### config.mk
export PLATFORM = sky130hd
export DESIGN_NAME = ev_charger_mode_sequencer
export DESIGN_NICKNAME = d
export VERILOG_FILES = /design/src/ecms_pkg.sv /design/src/ecms_in_reg.sv /design/src/ecms_fsm.sv /design/src/ecms_out_reg.sv /design/src/ev_charger_mode_sequencer.sv
export SDC_FILE = /design/constraint.sdc
export NUM_CORES = 1
export LEC_CHECK = 0
export BUFFER_PORTS_ARGS = -buffer_cell sky130_fd_sc_hd__buf_2
export CAP_MARGIN = 0
export CORE_MARGIN = 2
export CORE_UTILIZATION = 64
export DETAILED_ROUTE_END_ITERATION = 16
export HOLD_SLACK_MARGIN = 0.02
export PLACE_DENSITY = 0.86
export RECOVER_POWER = 50
export SYNTH_ARGS = -nofsm -noshare
export SYNTH_HDL_FRONTEND = slang
export SYNTH_SLANG_ARGS = --single-unit
### constraint.sdc
create_clock -name clk -period 6.5 [get_ports clk]
set_clock_uncertainty 0.2 [all_clocks]
set_input_delay 0 -clock clk [delete_from_list [all_inputs] [get_ports clk]]
set_output_delay 0 -clock clk [all_outputs]
set_load 0.01 [all_outputs]
### src/ecms_pkg.sv
// ecms_pkg: shared types and mode codes for the ev charger mode sequencer
// used by all modules under src, depends on nothing
package ecms_pkg;

    localparam logic [3:0] MODE_STARTUP      = 4'd0;
    localparam logic [3:0] MODE_CHECK_SWITCH = 4'd1;
    localparam logic [3:0] MODE_UNLATCHED120 = 4'd2;
    localparam logic [3:0] MODE_CHARGING120  = 4'd3;
    localparam logic [3:0] MODE_B2CHECK      = 4'd4;
    localparam logic [3:0] MODE_C2CHECK      = 4'd5;
    localparam logic [3:0] MODE_UNLATCHED240 = 4'd6;
    localparam logic [3:0] MODE_CHARGING240  = 4'd7;
    localparam logic [3:0] MODE_ERROR        = 4'd8;

    localparam logic [15:0] DWELL_RESET = 16'd1000;

    typedef struct packed {
        logic [31:0] now_ms;
        logic        low_volt_ok;
        logic        sel_120;
        logic        sel_240;
        logic        latch_high;
        logic        evse_b2_ready;
        logic        evse_c2_ready;
        logic        high_volt_ok;
        logic        clear_fault;
    } tick_t;

    typedef struct packed {
        logic [3:0] mode;
        logic       shutdown_enable;
        logic       charge_enable;
        logic       restart_timer_pulse;
    } result_t;

endpackage

### src/ecms_in_reg.sv
// ecms_in_reg: input register stage holding one tick word
// depends on ecms_pkg
module ecms_in_reg
    import ecms_pkg::*;
(
    input  logic  clk,
    input  logic  rst_n,
    input  logic  in_valid,
    output logic  in_stall,
    input  tick_t tick_in,
    input  logic  advance,
    output logic  s1_valid,
    output tick_t s1_tick
);

    logic  valid_reg;
    logic  valid_next;
    tick_t tick_reg;
    logic  load;

    assign in_stall = valid_reg & ~advance;
    assign load     = in_valid & ~in_stall;

    always_comb
    begin
        if (valid_reg && !advance)
        begin
            valid_next = 1'b1;
        end
        else
        begin
            valid_next = in_valid;
        end
    end

    always_ff @(posedge clk or negedge rst_n)
    begin
        if (!rst_n)
        begin
            valid_reg <= 1'b0;
        end
        else
        begin
            valid_reg <= valid_next;
        end
    end

    always_ff @(posedge clk)
    begin
        if (load)
        begin
            tick_reg <= tick_in;
        end
    end

    assign s1_valid = valid_reg;
    assign s1_tick  = tick_reg;

endmodule

### src/ecms_fsm.sv
// ecms_fsm: mode state, dwell timer, line levels and the dwell register
// depends on ecms_pkg
module ecms_fsm
    import ecms_pkg::*;
(
    input  logic        clk,
    input  logic        rst_n,
    input  logic        cfg_we,
    input  logic [15:0] cfg_dwell_ms,
    input  logic        step_en,
    input  tick_t       tick,
    output result_t     result_next
);

    logic [3:0]  mode_reg;
    logic [31:0] entered_reg;
    logic        shutdown_reg;
    logic        charge_reg;
    logic [15:0] dwell_reg;

    logic [3:0]  mode_next;
    logic        shutdown_next;
    logic        charge_next;
    logic        pulse_next;
    logic        go;
    logic [3:0]  target;
    logic [31:0] elapsed;
    logic        waited;

    assign elapsed = tick.now_ms - entered_reg;
    assign waited  = elapsed >= {16'd0, dwell_reg};

    always_comb
    begin
        go     = 1'b0;
        target = mode_reg;
        unique case (mode_reg)
            MODE_STARTUP:
            begin
                if (waited)
                begin
                    go     = 1'b1;
                    target = tick.low_volt_ok ? MODE_CHECK_SWITCH : MODE_ERROR;
                end
            end
            MODE_CHECK_SWITCH:
            begin
                if (waited)
                begin
                    priority if (!tick.low_volt_ok)
                    begin
                        go     = 1'b1;
                        target = MODE_ERROR;
                    end
                    else if (tick.sel_120)
                    begin
                        go     = 1'b1;
                        target = MODE_UNLATCHED120;
                    end
                    else if (tick.sel_240)
                    begin
                        go     = 1'b1;
                        target = MODE_B2CHECK;
                    end
                    else
                    begin
                        go = 1'b0;
                    end
                end
            end
            MODE_UNLATCHED120:
            begin
                priority if (!tick.low_volt_ok || !tick.sel_120)
                begin
                    go     = 1'b1;
                    target = MODE_ERROR;
                end
                else if (tick.latch_high)
                begin
                    go     = 1'b1;
                    target = MODE_CHARGING120;
                end
                else
                begin
                    go = 1'b0;
                end
            end
            MODE_CHARGING120:
            begin
                if (!tick.low_volt_ok || !tick.sel_120)
                begin
                    go     = 1'b1;
                    target = MODE_ERROR;
                end
            end
            MODE_B2CHECK:
            begin
                if (waited && tick.evse_b2_ready)
                begin
                    go     = 1'b1;
                    target = MODE_C2CHECK;
                end
            end
            MODE_C2CHECK:
            begin
                if (waited)
                begin
                    priority if (!tick.high_volt_ok)
                    begin
                        go     = 1'b1;
                        target = MODE_ERROR;
                    end
                    else if (tick.evse_c2_ready)
                    begin
                        go     = 1'b1;
                        target = MODE_UNLATCHED240;
                    end
                    else
                    begin
                        go = 1'b0;
                    end
                end
            end
            MODE_UNLATCHED240:
            begin
                if (waited)
                begin
                    priority if (!tick.evse_c2_ready || !tick.high_volt_ok)
                    begin
                        go     = 1'b1;
                        target = MODE_ERROR;
                    end
                    else if (tick.latch_high)
                    begin
                        go     = 1'b1;
                        target = MODE_CHARGING240;
                    end
                    else
                    begin
                        go = 1'b0;
                    end
                end
            end
            MODE_CHARGING240:
            begin
                if (waited && (!tick.evse_c2_ready || !tick.high_volt_ok))
                begin
                    go     = 1'b1;
                    target = MODE_ERROR;
                end
            end
            MODE_ERROR:
            begin
                if (waited && tick.clear_fault)
                begin
                    go     = 1'b1;
                    target = MODE_STARTUP;
                end
            end
            default:
            begin
                go     = 1'b0;
                target = mode_reg;
            end
        endcase
    end

    // exit action first, then entry action
    always_comb
    begin
        mode_next     = mode_reg;
        shutdown_next = shutdown_reg;
        charge_next   = charge_reg;
        pulse_next    = 1'b0;
        if (go)
        begin
            mode_next = target;
            if (mode_reg == MODE_B2CHECK)
            begin
                charge_next = 1'b1;
            end
            if (target == MODE_UNLATCHED120 || target == MODE_UNLATCHED240)
            begin
                shutdown_next = 1'b1;
            end
            if (target == MODE_CHARGING240)
            begin
                pulse_next = 1'b1;
            end
            if (target == MODE_ERROR)
            begin
                shutdown_next = 1'b0;
                charge_next   = 1'b0;
            end
        end
    end

    always_ff @(posedge clk or negedge rst_n)
    begin
        if (!rst_n)
        begin
            mode_reg     <= MODE_STARTUP;
            entered_reg  <= 32'd0;
            shutdown_reg <= 1'b0;
            charge_reg   <= 1'b0;
        end
        else if (step_en)
        begin
            mode_reg     <= mode_next;
            shutdown_reg <= shutdown_next;
            charge_reg   <= charge_next;
            if (go)
            begin
                entered_reg <= tick.now_ms;
            end
        end
    end

    always_ff @(posedge clk or negedge rst_n)
    begin
        if (!rst_n)
        begin
            dwell_reg <= DWELL_RESET;
        end
        else if (cfg_we)
        begin
            dwell_reg <= cfg_dwell_ms;
        end
    end

    assign result_next.mode                = mode_next;
    assign result_next.shutdown_enable     = shutdown_next;
    assign result_next.charge_enable       = charge_next;
    assign result_next.restart_timer_pulse = pulse_next;

endmodule

### src/ecms_out_reg.sv
// ecms_out_reg: result register feeding the output channel
// depends on ecms_pkg
module ecms_out_reg
    import ecms_pkg::*;
(
    input  logic    clk,
    input  logic    rst_n,
    input  logic    advance,
    input  logic    s1_valid,
    input  result_t result_in,
    output logic    out_valid,
    output result_t result_out
);

    logic    valid_reg;
    result_t result_reg;

    always_ff @(posedge clk or negedge rst_n)
    begin
        if (!rst_n)
        begin
            valid_reg <= 1'b0;
        end
        else if (advance)
        begin
            valid_reg <= s1_valid;
        end
    end

    always_ff @(posedge clk)
    begin
        if (advance && s1_valid)
        begin
            result_reg <= result_in;
        end
    end

    assign out_valid  = valid_reg;
    assign result_out = result_reg;

endmodule

### src/ev_charger_mode_sequencer.sv
// ev_charger_mode_sequencer: top level of the charger mode sequencer
// depends on ecms_pkg, ecms_in_reg, ecms_fsm, ecms_out_reg
//
//  channel | handshake            | word
//  --------+----------------------+-------------------------------------------
//  in      | in_valid / in_stall  | now_ms and eight condition flags
//  out     | out_valid / out_stall| mode, shutdown_enable, charge_enable,
//          |                      | restart_timer_pulse
//  cfg     | cfg_valid / cfg_ready| cfg_dwell_ms
//
// one word per cycle sustained while out_stall is low; a taken word passes the input register,
// then the transition logic, and its result is valid once the result register has loaded it
// the transition logic between the input register and the result register is combinational
// reset: startup mode, zero levels, dwell 1000 ms, both stages empty
// out_stall holds a valid result register and, once the input register is full, raises in_stall
// cfg_ready is always high
module ev_charger_mode_sequencer
    import ecms_pkg::*;
(
    input  logic        clk,
    input  logic        rst_n,
    input  logic        in_valid,
    output logic        in_stall,
    input  logic [31:0] now_ms,
    input  logic        low_volt_ok,
    input  logic        sel_120,
    input  logic        sel_240,
    input  logic        latch_high,
    input  logic        evse_b2_ready,
    input  logic        evse_c2_ready,
    input  logic        high_volt_ok,
    input  logic        clear_fault,
    output logic        out_valid,
    input  logic        out_stall,
    output logic [3:0]  mode,
    output logic        shutdown_enable,
    output logic        charge_enable,
    output logic        restart_timer_pulse,
    input  logic        cfg_valid,
    output logic        cfg_ready,
    input  logic [15:0] cfg_dwell_ms
);

    tick_t   tick_in;
    tick_t   s1_tick;
    logic    s1_valid;
    logic    advance;
    result_t result_next;
    result_t result_out;

    assign tick_in.now_ms        = now_ms;
    assign tick_in.low_volt_ok   = low_volt_ok;
    assign tick_in.sel_120       = sel_120;
    assign tick_in.sel_240       = sel_240;
    assign tick_in.latch_high    = latch_high;
    assign tick_in.evse_b2_ready = evse_b2_ready;
    assign tick_in.evse_c2_ready = evse_c2_ready;
    assign tick_in.high_volt_ok  = high_volt_ok;
    assign tick_in.clear_fault   = clear_fault;

    assign advance   = ~out_valid | ~out_stall;
    assign cfg_ready = 1'b1;

    ecms_in_reg u_in_reg (
        .clk      (clk),
        .rst_n    (rst_n),
        .in_valid (in_valid),
        .in_stall (in_stall),
        .tick_in  (tick_in),
        .advance  (advance),
        .s1_valid (s1_valid),
        .s1_tick  (s1_tick)
    );

    ecms_fsm u_fsm (
        .clk          (clk),
        .rst_n        (rst_n),
        .cfg_we       (cfg_valid & cfg_ready),
        .cfg_dwell_ms (cfg_dwell_ms),
        .step_en      (advance & s1_valid),
        .tick         (s1_tick),
        .result_next  (result_next)
    );

    ecms_out_reg u_out_reg (
        .clk        (clk),
        .rst_n      (rst_n),
        .advance    (advance),
        .s1_valid   (s1_valid),
        .result_in  (result_next),
        .out_valid  (out_valid),
        .result_out (result_out)
    );

    assign mode                = result_out.mode;
    assign shutdown_enable     = result_out.shutdown_enable;
    assign charge_enable       = result_out.charge_enable;
    assign restart_timer_pulse = result_out.restart_timer_pulse;

`ifndef NO_ASSERTIONS
    a_mode_range: assert property (@(posedge clk) disable iff (!rst_n)
        out_valid |-> (mode <= MODE_ERROR))
        else $error("mode code out of range");

    a_pulse_mode: assert property (@(posedge clk) disable iff (!rst_n)
        (out_valid && restart_timer_pulse) |-> (mode == MODE_CHARGING240))
        else $error("restart pulse outside 240 V charging");

    a_error_levels: assert property (@(posedge clk) disable iff (!rst_n)
        (out_valid && mode == MODE_ERROR) |-> (!shutdown_enable && !charge_enable))
        else $error("line levels held in error mode");

    a_stall_full: assert property (@(posedge clk) disable iff (!rst_n)
        in_stall |-> (out_valid && out_stall))
        else $error("input stalled while result register free");
`endif

endmodule
## Yosys cells after proc, flatten, opt, wreduce, memory -nomap -nowiden

Index checks and enable logic that the tools add are counted.

- $add $sub $neg: 1
- Magnitude comparators: 1
- Eq/ne operators: 12
- Muxes and demuxes: 45
- Bitwise logic cells: 8
- Reduce and logical (&&, ||, !) cells: 15

Operators by type and width:

| kind | count |
|---|---|
| 4-bit 2-to-1 mux | 19 |
| 4-bit one-hot mux with 9 select lines | 1 |
| 32-bit by 16-bit greater-or-equal comparator with 1-bit output | 1 |
| 32-bit subtractor | 1 |
| 4-bit by 3-bit equality test with 1-bit output (second input constant) | 6 |
| 1-bit 2-to-1 mux | 24 |
| 4-bit by 2-bit equality test with 1-bit output (second input constant) | 3 |
| 1-bit one-hot mux with 9 select lines | 1 |
| 4-bit equality test (second input constant) | 2 |
| 1-bit logical AND | 5 |
| 1-bit logical NOT | 5 |
| 4-bit by 1-bit equality test with 1-bit output (second input constant) | 1 |
| 4-bit logical NOT | 1 |
| 1-bit inverter | 4 |
| 1-bit bitwise AND | 3 |
| 1-bit logical OR | 3 |
| 2-bit AND reduction | 1 |
| 1-bit OR | 1 |

- Bits in registers: 103
- Bits of input ports: 61
- Output and inout port bits: 10

## Longest topological paths before layout

Gate-level depths: netlist of the first run.

- Depth after elaboration: 10
- Gate-level depth with buffers: 25
- Gate-level depth less buffers: 22

## Modules after synthesis

A second synthesis of the first run with hierarchy kept.

- Cell total of the unflattened synthesis: 682
- Area total of the unflattened synthesis: 6324.8 µm²

By module, submodules not included:

| module | instances | cells each | area each (µm²) | seq. area each (µm²) |
|---|---|---|---|---|
| ecms_fsm | 1 | 623 | 4785.8 | 1358.8 |
| ecms_in_reg | 1 | 45 | 1258.7 | 1226.2 |
| ecms_out_reg | 1 | 10 | 257.7 | 235.2 |
| ev_charger_mode_sequencer | 1 | 4 | 22.5 | 0.0 |

## Worst setup path after synthesis of the first run

No wires, ideal clock.

- Path type: flip-flop to flip-flop
- Start: register u_in_reg.tick_reg (netlist bit u_in_reg.s1_tick[8])
- End: register u_out_reg.result_reg (netlist bit u_out_reg.result_out[1]), data pin
- Setup time: 0.254 ns
- Data arrival time: 3.954 ns
- Required time: 6.046 ns
- Slack: 2.092 ns
- Cell stages (with the launch flop): 23
- Period minus slack after synthesis: 4.408 ns
- Path through: edfxtp_1 inv_1 ha_1 fa_1 and2b_1 o211a_1 o21ai_1 nand2_1 a21oi_1 xnor2_1 ha_1 a21oi_1 nand2_1 a2111o_1 nor3_1 nand4b_1 a21boi_0 and4b_1 and4_1 buf_6 mux2i_1 nand3_1 o21a_1

RTL lines:

| what | RTL line | source |
|---|---|---|
| from (decl) | ecms_in_reg.sv:18 | `tick_t tick_reg;` |
| from (signal assigned) | ecms_in_reg.sv:52 | `tick_reg <= tick_in;` |
| to (signal assigned) | ecms_out_reg.sv:34 | `result_reg <= result_in;` |
| to (decl) | ecms_out_reg.sv:16 | `result_t result_reg;` |

## Worst setup path after layout of the first run

- Start: register u_in_reg.tick_reg (netlist bit u_in_reg.s1_tick[8])
- End: register u_fsm.shutdown_reg

- Longest elaborated chain between the ends: 10

Ends and longest elaborated chain:

| what | RTL line | source |
|---|---|---|
| 32-bit subtractor * | ecms_fsm.sv:30 | `assign elapsed = tick.now_ms - entered_reg;` |
| 32-bit by 16-bit greater-or-equal comparator with 1-bit output * | ecms_fsm.sv:31 | `assign waited = elapsed >= {16'd0, dwell_reg};` |
| 1-bit logical AND, on equally long branches | ecms_fsm.sv:154, ecms_fsm.sv:98, ecms_fsm.sv:146 |  |
| 4-bit 2-to-1 mux, on equally long branches | ecms_fsm.sv:154, ecms_fsm.sv:98, ecms_fsm.sv:146 |  |
| 4-bit one-hot mux with 9 select lines | ecms_fsm.sv:37 | `unique case (mode_reg)` |
| 4-bit by 2-bit equality test with 1-bit output or 4-bit by 3-bit equality test with 1-bit output (tied branches) | ecms_fsm.sv:182 | `if (target == MODE_UNLATCHED120 \|\| target == MODE_UNLATCHED240)` |
| 1-bit logical OR | ecms_fsm.sv:182 |  |
| 1-bit 2-to-1 mux | ecms_fsm.sv:182 |  |
| 1-bit 2-to-1 mux | ecms_fsm.sv:190 | `if (target == MODE_ERROR)` |
| 1-bit 2-to-1 mux * | ecms_fsm.sv:175 | `if (go)` |
| to (signal assigned) | ecms_fsm.sv:210 | `shutdown_reg <= shutdown_next;` |
| to (decl) | ecms_fsm.sv:17 | `logic shutdown_reg;` |

Mark *: on every way between the ends. The rest lies on a longest branch, timed or not.
A chain may end at the register's enable or synchronous reset.

==> results by group, run 1 <==
STA
  – Final setup vio count: 0
  – Worst slew pin tran: 3180 ps
  – Final hold violations: 0
  – Fin. max-slew vios: 57
  – Worst slew margin: -112%
  – Setup TNS Final: 0 ps
  – Fmax: approximately 170 MHz
  – Post-layout minimum cycle time: roughly 5900 ps
  – RSZ-0062 raised after global routing: no
  – Period utilization: 90.4%

Synthesis
  – Post-synth cell types: 70
  – Async set or reset register ratio after synthesis: a little over half
  – Post-synth EDFFs: 47
  – Yosys reg bits: slightly above 100
  – Sequential share of the synthesized area: between 40% and 50%
  – Synth area leader: edfxtp_1
  – Post-synth top area share: about 22%
  – Syn nets: 818
  – Synth cell count leaders: 94 x nand2_1, 66 x inv_1, 63 x o21ai_0
  – Most common cell in the synthesized netlist: nand2_1
  – Cell count after synthesis: ~710
  – Synthesis warning total: 0
  – Top FF cell, synth: dfrtp_1
  – Synthesized area: around 6500 sq um
  – Top cells by area, synth: edfxtp_1 22%, dfrtp_1 19%, ha_1 9.1%
  – Avg Inst Size Synth: 9.10 sq um

Die
  – Die height: about 100 um
  – Total die area: about 11,000 sq um
  – Core area: 9770 sq um
  – Starting Density: between 60 and 70%
  – Num rows: 36
  – I/O pins: slightly above 70
  – Die X: about 100 um

Layout
  – Max reg flops: 40
  – Final Util: 81.0%
  – Multi-input gate area: between 3000 and 4000 sq um
  – P&R area growth vs syn: 22.6%
  – Antenna diode count: 0
  – FILL cells: 598
  – Register area: around 2800 sq um
  – Layout Nets: between 900 and 1,000
  – Non-filler cells, final: slightly below 1,000
  – Share of cells above drive strength 1: 10.4%

Setup path
  – Slowest CP cell: and4_1
  – Critical path data arrival time: ~6000 ps
  – Slowest stage delay, CP: slightly below 600 ps
  – Buf+Inv Stages, Crit Path: 1
  – Critical path's top delay family: simple AND/OR/NAND/NOR gates
  – R2r startpoint: u_in_reg.s1_tick[8]
  – R2R setup slack: just over 600 ps
  – CP startpoint: u_in_reg.s1_tick[8]
  – Reg2Reg Depth: 22
  – Kind of critical path: register to register
  – Data required, critical path: around 6600 ps
  – CP Capture Type: register
  – Critical path depth in cells: 22
  – Startpoint type of the worst setup path: register
  – Critical path, cell by cell: inv_1 -> ha_1 -> fa_1 -> and2b_1 -> o211a_1 -> o21ai_0 -> nor2b_1 -> o21ai_0 -> a21oi_1 -> xnor2_1 -> ha_1 -> a21oi_1 -> nor2_1 -> a211oi_1 -> o211a_1 -> a221oi_1 -> nor4b_1 -> and4b_1 -> and4_1 -> mux2i_1 -> nand3_1 -> o21a_1
  – Maximum fanout along the worst path: 15

Placement
  – Placed Cells: slightly below 900
  – Final HPWL DP: between 10,000 and 15,000 um
  – Number of port buffers: just under 70
  – Routability cong.: roughly 0.94

Power
  – Pleak: roughly 3.4 nW
  – Peak supply drop: 0.276 mV
  – Pwr/cell area: around 420 nW/um^2
  – Final Power: about 3.3 mW

Global route
  – GRT Residual Overflow: 0
  – First-pass GRT wire length: approximately 30,000 um
  – Vias in the first global route: around 6,100
  – Largest net degree at the start of global routing: 57
  – Antenna violations before repair: 0
  – Overall routing resource usage: between 30% and 40%

Clock network
  – Clock-pin slew on the worst setup and hold paths: roughly 100 ps
  – CTS sink cnt: slightly above 100
  – H-tree levels: 3
  – CTS resizes: 0
  – Clock Path Buffers: 2
  – Number of buffers created by CTS: 9
  – CTS root buffer: clkbuf_8
  – Clk_lat worst skew: roughly 390 ps
  – CTS tree: built
  – Post-CTS setup buffers: 0

Run status
  – Violated checks: max-capacitance violations, max-slew violations
  – Status: complete, but fails checks

Route
  – Vias per cell: between 6 and 7
  – Vias: roughly 6,100
  – Router iterations before antenna repair: 7
  – Initial DRC count: between 500 and 600
  – Total Routed Length: between 15,000 and 20,000 um
  – # DRC: 0
  – Routed Antenna Nets: 0
  – WL/cell: about 19 um

Job
  – Maximum capacitance violations: 1

Hold path
  – Hold Path Origin: now_ms[26]
  – Worst Hold Depth: 2
  – Worst Hold Class: input pin to register
-- metal layers --
metal / routed length (um) / part of all wire (%) / vias to the layer above / track usage, %
met5: 0 / 0 / - / 0
met2: 8980 / 48 / 338 / 58.2
met3: 1320 / 7.1 / 75 / 4.82
li1: - / - / 2818 / -
met1: 7500 / 40 / 2849 / 45.3
met4: 906 / 4.8 / 0 / 18.9
-- final timing paths --
check | to
worst min register to register | u_fsm.entered_reg[9]
worst min-delay path | u_in_reg.s1_tick[34]
worst max-delay path | u_fsm.shutdown_reg
max in group asynchronous | u_fsm.entered_reg[20]
worst max register to register | u_fsm.shutdown_reg
min in group asynchronous | u_fsm.dwell_reg[11]
-- logic make-up after synthesis --
| kind of cell | count (synthesis) | synth area share, % |
|---|---|---|
| and+or+nand+nor | 222 | 16.0 |
| AOI/OAI and AO/OA | 212 | 20.6 |
| DFF | 103 | 43.7 |
| buffers and inverters | 97 | 6.40 |
| adders and majority gates | 48 | 9.42 |
| xor gates and xnor gates | 18 | 2.44 |
| muxes | 8 | 1.36 |
| other | 1 | 0.0581 |
-- repair_timing --
item / 4_1_cts / 5_1_grt
hold buffers: 91 / 0
endpoints found under the setup margin: 0 / 0
endpoints found under the hold margin: 114 / 0
-- cell usage in the layout, fill, tap and decap left out, drive strengths merged, types with 3 or more instances in the layout --
master / instances
dlygate4sd3: 91
o211ai: 7
nand3: 16
nor2b: 6
nor3: 14
ha: 47
o31ai: 3
a21o: 8
o22ai: 4
o21a: 11
a2bb2oi: 3
a41oi: 3
nand2: 94
mux2: 6
nor2: 43
edfxtp: 47
o21bai: 3
buf: 56
and3: 3
a211oi: 9
a211o: 3
o21ai: 73
inv: 67
a21oi: 56
nand4: 15
xor2: 4
a31oi: 7
dfrtp: 50
nand2b: 11
xnor2: 14
or3: 5
clkbuf: 28
dfstp: 6
-- stage by stage --
stage                     cell area, sq um  hold slack [ps]  setup slack (ps)
after floorplan                       6450             -496              2090
after global placement                6820            -24.0              1420
after detailed placement              6820            -21.9              1120
after CTS                             7930              114              1090
after global routing                  7910              133               294
final                                 7910              116               622
-- where the power goes --
part           total [mW]  switching, mW  leakage, nW  internal [mW]
clock               0.421          0.230       0.0932          0.191
combinational        1.98           1.21         2.16          0.770
sequential          0.944         0.0940         1.13          0.850
total                3.34           1.53         3.38           1.81
-- area by class of cell --
cell class | count | area share (%)
Clock buffer | 12 | 1.83
Clock inverter | 4 | 0.680
Inverter | 66 | 3.13
Multi-Input combinational cell | 509 | 40.7
Sequential cell | 103 | 35.6
Tap cell | 133 | 2.10
Timing Repair Buffer | 163 | 15.9
Note: power is estimated with default switching activity, not from simulation.
==> inputs of run 2 (changes only) <==
--- a/config.mk
+++ b/config.mk
@@ -15,4 +15,5 @@
 export RECOVER_POWER = 50
 export SYNTH_ARGS = -nofsm -noshare
 export SYNTH_HDL_FRONTEND = slang
+export SYNTH_HIERARCHICAL = 1
 export SYNTH_SLANG_ARGS = --single-unit
==> results by group, run 2 <==
Run status
  – Status: complete, but fails checks
  – Violated checks: max-capacitance violations, max-slew violations

Global route
  – Antenna violations before repair: 0 (unchanged)
  – Overall routing resource usage: 36.1% (+0.80 points)
  – First-pass GRT wire length: 28,700 um (-5.8%)
  – GRT Residual Overflow: 0 (unchanged)
  – Vias in the first global route: 5,798 (-5.2%)
  – Largest net degree at the start of global routing: 57 (unchanged)

Clock network
  – Clock Path Buffers: 2 (unchanged)
  – CTS sink cnt: 103 (unchanged)
  – Number of buffers created by CTS: 9 (unchanged)
  – CTS root buffer: clkbuf_8
  – Post-CTS setup buffers: 0 (unchanged)
  – H-tree levels: 3 (unchanged)
  – Clk_lat worst skew: 380 ps (about the same)
  – CTS tree: built
  – Clock-pin slew on the worst setup and hold paths: 100 ps (about the same)

Die
  – I/O pins: 71 (unchanged)
  – Num rows: 36 (unchanged)
  – Core area: 9680 sq um (-0.92%)
  – Die X: 103 um (-0.97%)
  – Starting Density: 65.3% (-0.72 points)
  – Die height: 103 um (-0.97%)
  – Total die area: 10,700 sq um (-1.9%)

STA
  – Fmax: 166 MHz (-2.4%)
  – Final setup vio count: 0 (unchanged)
  – Final hold violations: 0 (unchanged)
  – Fin. max-slew vios: 57 (unchanged)
  – Fin worst setup slack: 479 ps (-143 ps)
  – RSZ-0062 raised after global routing: no
  – Post-layout minimum cycle time: 6020 ps (+143 ps)
  – Period utilization: 92.6% (+2.2 points)
  – Setup TNS Final: 0 ps (unchanged)
  – Worst slew margin: -110% (+1.4 points)
  – Worst slew pin tran: 3160 ps (-21.2 ps)

Power
  – Clock network fraction of design power: 12.3% (-0.3 points)
  – Pleak: 3.35 nW (-0.82%)
  – Peak supply drop: 0.317 mV (+15%)
  – Seq pwr share: 28.6% (+0.4 points)
  – Switch share: 46.2% (+0.38 points)
  – Sw Pwr: 1.55 mW (+1.1%)
  – Internal power: 1.80 mW (-0.46%)
  – Combinational power share: 59.1% (about the same)
  – Pwr/cell area: 429 nW/um^2 (+1.5%)

Setup path
  – Critical path data arrival time: 6070 ps (+110 ps)
  – Maximum fanout along the worst path: 4 (-11)
  – CP Capture Type: register
  – Data required, critical path: 6550 ps (-30 ps)
  – Kind of critical path: register to register
  – Startpoint type of the worst setup path: register

Placement
  – Number of port buffers: 69 (unchanged)
  – Routability cong.: 0.978 (+3.7%)
  – Final HPWL DP: 11,000 um (-1.4%)
  – Pre-CTS setup slack: 547 ps (-575 ps)
  – Post-DP Area: 6730 sq um (-1.4%)

Route
  – Routed Antenna Nets: 0 (unchanged)
  – Vias: 5,821 (-4.3%)
  – WL/cell: 18.9 um (-0.17%)
  – Initial DRC count: 449 (-25%)
  – Router iterations before antenna repair: 5 (-2)
  – Vias per cell: 6.05 (-1.5%)
  – Total Routed Length: 18,200 um (-3.0%)
  – # DRC: 0 (unchanged)

Synthesis
  – Syn nets: 791 (-3.3%)
  – Top cells by area, synth: edfxtp_1 22%, dfrtp_1 20%, ha_1 9.3%
  – Async set or reset register ratio after synthesis: 54.4% (unchanged)
  – Post-synth EDFFs: 47 (unchanged)
  – Synth area leader: edfxtp_1
  – Cell count after synthesis: 682 (-3.8%)
  – Most common cell in the synthesized netlist: nand2_1
  – Synthesis warning total: 6 (+6)
  – Sequential share of the synthesized area: 44.6% (+0.89 points)
  – Post-synth cell types: 70 (unchanged)
  – Synth cell count leaders: 84 x nand2_1, 75 x o21ai_0, 62 x inv_1
  – Synthesized area: 6320 sq um (-2.0%)
  – Post-synth top area share: 22.3% (+0.45 points)
  – Yosys reg bits: 103 (unchanged)
  – Avg Inst Size Synth: 9.27 sq um (+1.9%)
  – Top FF cell, synth: dfrtp_1

Layout
  – Commonest non-fill, non-tap cell in the layout: dlygate4sd3_1
  – Max reg flops: 40 (unchanged)
  – Antenna diode count: 0 (unchanged)
  – Share of cells above drive strength 1: 11.9% (+1.6 points)
  – Final instance area: 7810 sq um (-1.2%)
  – FILL cells: 566 (-5.4%)
  – Most frequent cells in the layout: 91 x dlygate4sd3_1, 84 x nand2_1, 75 x o21ai_0
  – Layout Nets: 933 (-2.9%)
  – P&R area growth vs syn: 23.5%
  – Multi-input gate area: 3130 sq um (-2.9%)
  – Register area: 2820 sq um (unchanged)

Job
  – Maximum capacitance violations: 1 (unchanged)

Hold path
  – Worst Hold Class: input pin to register
[run 2: cell count changes after synthesis, moves of 6 or more]
| cell | change |
|---|---|
| nand2_1 | -10 |
| clkbuf_1 | +6 |
| xor2_1 | +9 |
| nor2_1 | -6 |
| o21ai_0 | +12 |
| xnor2_1 | -7 |
[run 2: path summary, 6_finish.rpt]
kind                                           start                    end  slack (ps)  cells after the start
worst min register to register  u_in_reg/s1_tick[10]   u_fsm/entered_reg[2]         300                      2
worst max register to register  u_in_reg/s1_tick[11]     u_fsm/shutdown_reg         480                     22
max in group asynchronous                      rst_n  u_fsm/entered_reg[11]        3190                      3
worst max-delay path            u_in_reg/s1_tick[11]     u_fsm/shutdown_reg         480                     22
worst min-delay path                         sel_120    u_in_reg/s1_tick[6]         130                      2
min in group asynchronous                      rst_n   u_fsm/entered_reg[6]        1100                      3
[run 2: final cells by class]
cell class | instances | share of cell area, %
Multi-Input combinational cell | 484 | 40.0
Sequential cell | 103 | 36.1
Timing Repair Buffer | 164 | 16.2
Inverter | 62 | 2.98
Tap cell | 133 | 2.13
Clock buffer | 11 | 1.81
Clock inverter | 5 | 0.721
[run 2: kinds of logic (layout without fill, tap and decap cells)]
kind of cell               Yosys count  in the layout  share of synthesized area (%)
and+or+nand+nor                    202            202                           15.6
adders and majority gates           48             48                           9.61
DFF                                103            103                           44.6
muxes                               12             12                           2.10
buffers and inverters               95            242                           6.09
xor gates and xnor gates            20             20                           2.77
AOI/OAI and AO/OA                  201            201                           19.2
other                                1              1                         0.0593
[run 2: metrics by stage]
| stage | std cells | utilization (%) | hold WS (ps) | power [mW] |
|---|---|---|---|---|
| after floorplan | 682 | - | -496 | 2.33 |
| after global placement | 855 | 69.5 | -24.1 | 2.72 |
| after detailed placement | 855 | 69.5 | -21.6 | 2.78 |
| after CTS | 962 | 80.9 | 103 | 3.24 |
| after global routing | 962 | 80.7 | 111 | 3.59 |
| final | 962 | 80.7 | 128 | 3.35 |
[run 2: repair_timing]
| action | CTS | global route |
|---|---|---|
| resized for setup | 0 | 1 |
| hold buffers | 91 | 0 |
| endpoints found under the setup margin | 0 | 1 |
| endpoints found under the hold margin | 129 | 0 |
[run 2: power by group through the flow]
stage	clock network [mW]	logic, mW	registers (mW)
2_1_floorplan	0	1.40	0.928
3_3_place_gp	0	1.76	0.954
3_5_place_dp	0	1.82	0.961
4_1_cts	0.416	1.87	0.946
5_1_grt	0.446	2.17	0.975
6_report	0.412	1.98	0.960
[run 2: worst max-delay path: stages, from the launching register on]
cell       delay [ps]
edfxtp_1          410
ha_1              370
and2_1            210
a221o_1           350
or2_2             310
and2_1            170
o21ai_0           150
nand2b_1          100
a21oi_1           150
o21bai_1           90
xor2_1            150
ha_1              200
nand3_1            80
nand2_1            60
a2111oi_1         380
o32ai_1           190
nor4_1            250
o311ai_1          150
or4_4             560
nor4_4            310
mux2_1            420
nor3b_1           480
o32ai_2           160
[run 2: layer usage]
layer	GRT usage [%]	up-vias	share of wire, %
met3	9.21	67	7.2
met4	16.0	0	3.7
li1	-	2698	-
met2	60.2	312	50
met5	0	-	0
met1	44.5	2744	39
